<file path="config.mk">
export PLATFORM = sky130hd
export DESIGN_NAME = tdpt_mod
export DESIGN_NICKNAME = d
export VERILOG_FILES = /design/src/rtl/core/tdpt_mod.sv
export SDC_FILE = /design/constraint.sdc
export NUM_CORES = 1
export LEC_CHECK = 0
export BUFFER_PORTS_ARGS = -buffer_cell sky130_fd_sc_hd__buf_2
export CORE_MARGIN = 5
export CORE_UTILIZATION = 62
export CTS_BUF_LIST = sky130_fd_sc_hd__clkbuf_8
export DETAILED_ROUTE_END_ITERATION = 12
export GPL_ROUTABILITY_DRIVEN = 0
export PLACE_DENSITY = 0.86
export SYNTH_ARGS = -nofsm -noshare
export SYNTH_HDL_FRONTEND = slang
export SYNTH_SLANG_ARGS = --single-unit
</file>
<file path="constraint.sdc">
create_clock -name clk -period 4.45 [get_ports clk]
set_clock_uncertainty 0.15 [all_clocks]
set_input_delay 0.445 -clock clk [delete_from_list [all_inputs] [get_ports clk]]
set_output_delay 0.445 -clock clk [all_outputs]
set_load 0.03 [all_outputs]
</file>
<file path="src/rtl/core/tdpt_mod.sv">
`default_nettype none

// Bit-serial restoring remainder unit: one dividend bit per cycle.
module tdpt_mod #(
	parameter int unsigned W = 32
) (
	input  wire logic         clk,
	input  wire logic         arst_n,
	input  wire logic         start,
	input  wire logic [W-1:0] dividend,
	input  wire logic [W-1:0] divisor,
	output logic              busy,
	output logic [W-1:0]      remainder
);

	localparam int unsigned CW = $clog2(W + 1);

	logic [CW-1:0] cnt_q;
	logic [W-1:0]  dvd_q;
	logic [W-1:0]  dvs_q;
	logic [W-1:0]  rem_q;
	logic [W:0]    trial;
	logic [W:0]    diff;

	// Shift in the next dividend bit and subtract the divisor when it fits.
	always_comb begin
		trial = {rem_q, dvd_q[W-1]};
		diff  = trial - {1'b0, dvs_q};
	end

	// Bit counter.
	always_ff @(posedge clk or negedge arst_n) begin
		if (!arst_n) begin
			cnt_q <= '0;
		end else if (start) begin
			cnt_q <= CW'(W);
		end else if (cnt_q != '0) begin
			cnt_q <= cnt_q - CW'(1);
		end
	end

	// Datapath registers.
	always_ff @(posedge clk) begin
		if (start) begin
			dvd_q <= dividend;
			dvs_q <= divisor;
			rem_q <= '0;
		end else if (cnt_q != '0) begin
			dvd_q <= {dvd_q[W-2:0], 1'b0};
			rem_q <= diff[W] ? trial[W-1:0] : diff[W-1:0];
		end
	end

	assign busy      = (cnt_q != '0);
	assign remainder = rem_q;

endmodule

`default_nettype wire
</file>
# Word level (Yosys, flattened, before mapping)
# Index checks and enable logic that the tools add are counted.
op_classes:
  reduce_logical: 2
  n_addsub: 2
  mux: 5
ops:
  columns: ["operator", "count"]
  rows:
  - ["32-bit 2-to-1 mux", 3]
  - ["33-bit by 32-bit subtractor with 33-bit output", 1]
  - ["6-bit 2-to-1 mux", 2]
  - ["6-bit nonzero test", 1]
  - ["6-bit by 1-bit subtractor with 6-bit output (second input constant)", 1]
  - ["2-bit nonzero test", 1]
word_totals:
  inputBits: 67
  output_inout_bits: 33
  regBits: 102

# Longest topological paths before layout
depth:
  word_depth: 3
  ltp_mapped: 13
  mapped_depth_nobuf: 12

# Worst setup path after synthesis
# Ideal clock, no wire load.
synth_timing:
  kind: "register to register"
  start: "register rem_q[0] (netlist: remainder[0])"
  end: "register rem_q[0] (netlist: remainder[0])"
  setup_ns: 0.088
  arrival_time_ns: 3.006
  n_path_buf: 0
  path_stages_with_launch: 12
  path_slack_ns: 1.205
  cell_sequence: "dfxtp_1 > inv_1 > fa_1 > nand2b_1 > a211oi_1 > o41a_1 > o21ai_2 > a211oi_2 > o21ba_2 > nor3_4 > or3_1 > a311oi_2"
synth_via:
  elab_chain_len: 2
synth_lines:
  columns: ["item", "line_no", "source"]
  rows:
  - ["start, declared", "21", "logic [W-1:0] rem_q;"]
  - ["start signal, assigned", "50", "rem_q <= diff[W] ? trial[W-1:0] : diff[W-1:0];"]
  - ["33-bit by 32-bit subtractor with 33-bit output", "28", "diff = trial - {1'b0, dvs_q};"]
  - ["32-bit 2-to-1 mux", "50", null]
# No other way between the ends.
# A chain may end at the register's enable or synchronous reset.

# Final worst setup path
layout_timing:
  start: "register dvd_q[31]"
  end: "register rem_q[27] (netlist: remainder[27])"
layout_via:
  elab_chain_len: 2
layout_lines:
  columns: ["item", "line_no", "source"]
  rows:
  - ["start, declared", "19", "logic [W-1:0] dvd_q;"]
  - ["start signal, assigned", "45", "dvd_q <= dividend;"]
  - ["start signal, assigned", "49", "dvd_q <= {dvd_q[W-2:0], 1'b0};"]
  - ["33-bit by 32-bit subtractor with 33-bit output", "28", null]
  - ["32-bit 2-to-1 mux", "50", null]
# No other way between the ends.

==> flow_summary.toml <==
[outcome]
status = "completed"

[global_route]
antenna_found_initial = 0
grt_pass1_vias = 5236
grt_use_total = 0.244
grt_overflow = 0
grt_pass1_wl_um = 24900
grt_max_degree = 77

[flow_run]
cap_violations = 0

[setup_path]
crit_family = "compound AO/OA/AOI/OAI gates"
worst-path-buf-inv = 2
cp.required_ns = 4.60
cp_slowest_cell = "fa_1"
arrival_ns = 3.77
max_stage_delay_ns = 0.38
worstSetupStartpointType = "register"
cp-end-kind = "register"
cp_cell_sequence = "inv_1, ha_1, fa_1, nand2b_1, a211oi_1, o41a_1, o21ai_2, a211oi_2, o21bai_2, a21oi_4, buf_4, o21ai_1, a311oi_1"
worstSetupPathType = "register to register"
crit_fanout = 14

[logic_synthesis]
ys_warn_count = 0
netlist_area_sq_um = 6360
synth_top_area_cell = "edfxtp_1"
synth_edf_count = 64
synth.distinct_cells = 70
ys.flop_type = "edfxtp_1"
ys_seq_elements = 102
postSynthAreaPerCell_sq_um = 10.1
postSynthCellCount = 628
async_flop_share = 0.0588
synth_top_area_share = 0.302
ys_seq_area_frac = 0.427
syn-num-nets = 729
yosysMostFrequentCell = "edfxtp_1"
synth_common_cells = "edfxtp_1, nor2_1, inv_1"
yosys-top-cells-area = "edfxtp_1, dfxtp_1, ha_1, mux2_2, a311oi_2"

[drt]
dr_total_vias = 5291
detail-route-antenna-nets = 0
avgViaCountPerCell = 6.22
dr.pass1.iters = 5
drt-total-wl_um = 15000
avgRoutedWirePerCell_um = 17.6
drc_errors = 0
top_layer = "met4"
met2_length_um = 7180
drt_iter0_drc = 401
met1Wirelength_um = 6040
wl_met3_um = 1320

[floorplanning]
start_util = 0.624
die_w_um = 111
core_area_sq_um = 10200
pin_count = 100
die-area_sq_um = 12400
die_h_um = 111
std_cell_rows = 37

[layout]
diodes = 0
layout-drive-gt1-share = 0.271
area_delta_synth_final_pct = 12.1
nets = 811

[cts]
clock_path_buffers = 2
tritoncts = "yes"
htreeDepth = 3
clk_pin_slew_ns = 0.11
cts_made_buffers = 9
clk_latency_ns = 0.39
cts_sinks = 102
root_buffer = "clkbuf_8"

[timing]
report.final.slew_viol_count = 0
fmax_mhz = 277
tns_ns = 0
max_slew_margin = 0.387
hold_ws_ns = 0.0661
worst_slew_pin_slew_ns = 0.919
post-route-period-util = 0.812
finalHoldViolCount = 0
setup_violations = 0
rsz0062_at_grt = "no"
min_period_ns = 3.61

[power]
max-vdd-ir-drop_v = 0.000362
power-per-cell-area_nw_per_um2 = 631
leakagePower_uw = 0.00315

[placement]
portBuffers = 99
dp_hpwl_um = 10800

[hold_path]
hold_class = "input pin to register"
[state kept, by name, summed over array words and instances (netlist names)]
signal and flops:
dvs_q 32, cnt_q 6, remainder 32, dvd_q 32
[logic make-up (layout without fill, tap and decap cells)]
| logic type | after synthesis | in the layout | synth area share |
|---|---|---|---|
| xor gates and xnor gates | 23 | 23 | 0.0317 |
| muxes | 36 | 36 | 0.0630 |
| and+or+nand+nor | 175 | 175 | 0.138 |
| DFF | 102 | 102 | 0.427 |
| buffers and inverters | 85 | 172 | 0.0555 |
| AOI/OAI and AO/OA | 173 | 173 | 0.218 |
| adders and majority gates | 34 | 34 | 0.0681 |
[cell type report]
class / instances / area [sq um]
Tap cell: 136 / 170
Fill cell: 778 / 3050
Timing Repair Buffer: 109 / 576
Inverter: 47 / 176
Clock buffer: 10 / 138
Sequential cell: 102 / 2710
Multi-Input combinational cell: 441 / 3300
Clock inverter: 6 / 58.8
[placed cells by master, fill, tap and decap left out, types with 5 or more instances in the layout]
cell      count
a211oi_1     10
a21o_1       20
a21oi_1      31
a311oi_2     20
a31oi_1       7
buf_2        98
buf_4        10
clkbuf_8     10
dfrtp_1       6
dfxtp_1      32
edfxtp_1     64
ha_1         33
inv_1        46
mux2_2       32
nand2_1      23
nand2b_1      6
nand3_1      31
nand4_1       9
nor2_1       59
nor2b_1       6
nor3_1       14
o211ai_1      5
o21ai_0      15
o21ai_1      20
o21bai_1      7
or3_1         6
xnor2_1      19
[metal layers]
metal,vias up,GRT usage
li1,2491,-
met1,2493,0.304
met2,260,0.398
met3,47,0.0742
met4,0,0.0981
met5,-,0
[report_power, final]
| part | switching (uW) | internal (uW) |
|---|---|---|
| clock network | 361 | 236 |
| registers | 212 | 1260 |
| logic | 1490 | 945 |
| total | 2060 | 2440 |
[metrics by stage]
stage | std cells | setup WS [ns] | util | power, uW | cell area [sq um]
final | 851 | 0.836 | 0.700 | 4500 | 7130
after floorplan | 628 | 1.21 | - | 3300 | 6360
after global routing | 851 | 0.598 | 0.700 | 4790 | 7130
after CTS | 851 | 0.859 | 0.700 | 4480 | 7130
after detailed placement | 834 | 0.914 | 0.680 | 3860 | 6930
after global placement | 834 | 1.07 | 0.680 | 3770 | 6930
[worst paths after layout]
kind                                startpoint                         end  slack [ns]  cells after the start
max                        dvd_q[31]$_DFFE_PP_  remainder[27]$_SDFFE_PP0P_        0.84                     13
min                                divisor[30]         dvs_q[30]$_DFFE_PP_        0.07                      1
max reg2reg                dvd_q[31]$_DFFE_PP_  remainder[27]$_SDFFE_PP0P_        0.84                     13
min reg2reg                dvd_q[26]$_DFFE_PP_         dvd_q[27]$_DFFE_PP_        0.40                      1
max in group asynchronous               arst_n        cnt_q[4]$_DFFE_PN0P_        3.76                      2
min in group asynchronous               arst_n        cnt_q[0]$_DFFE_PN0P_        0.24                      2
[what timing repair did]
action | 4_1_cts | 5_1_grt
hold buffers | 1 | 0
buffers inserted | 0 | 0
gates resized for setup | 0 | 0
endpoints found under the hold margin | 6 | 0
Power figures use the tool's default switching activity.
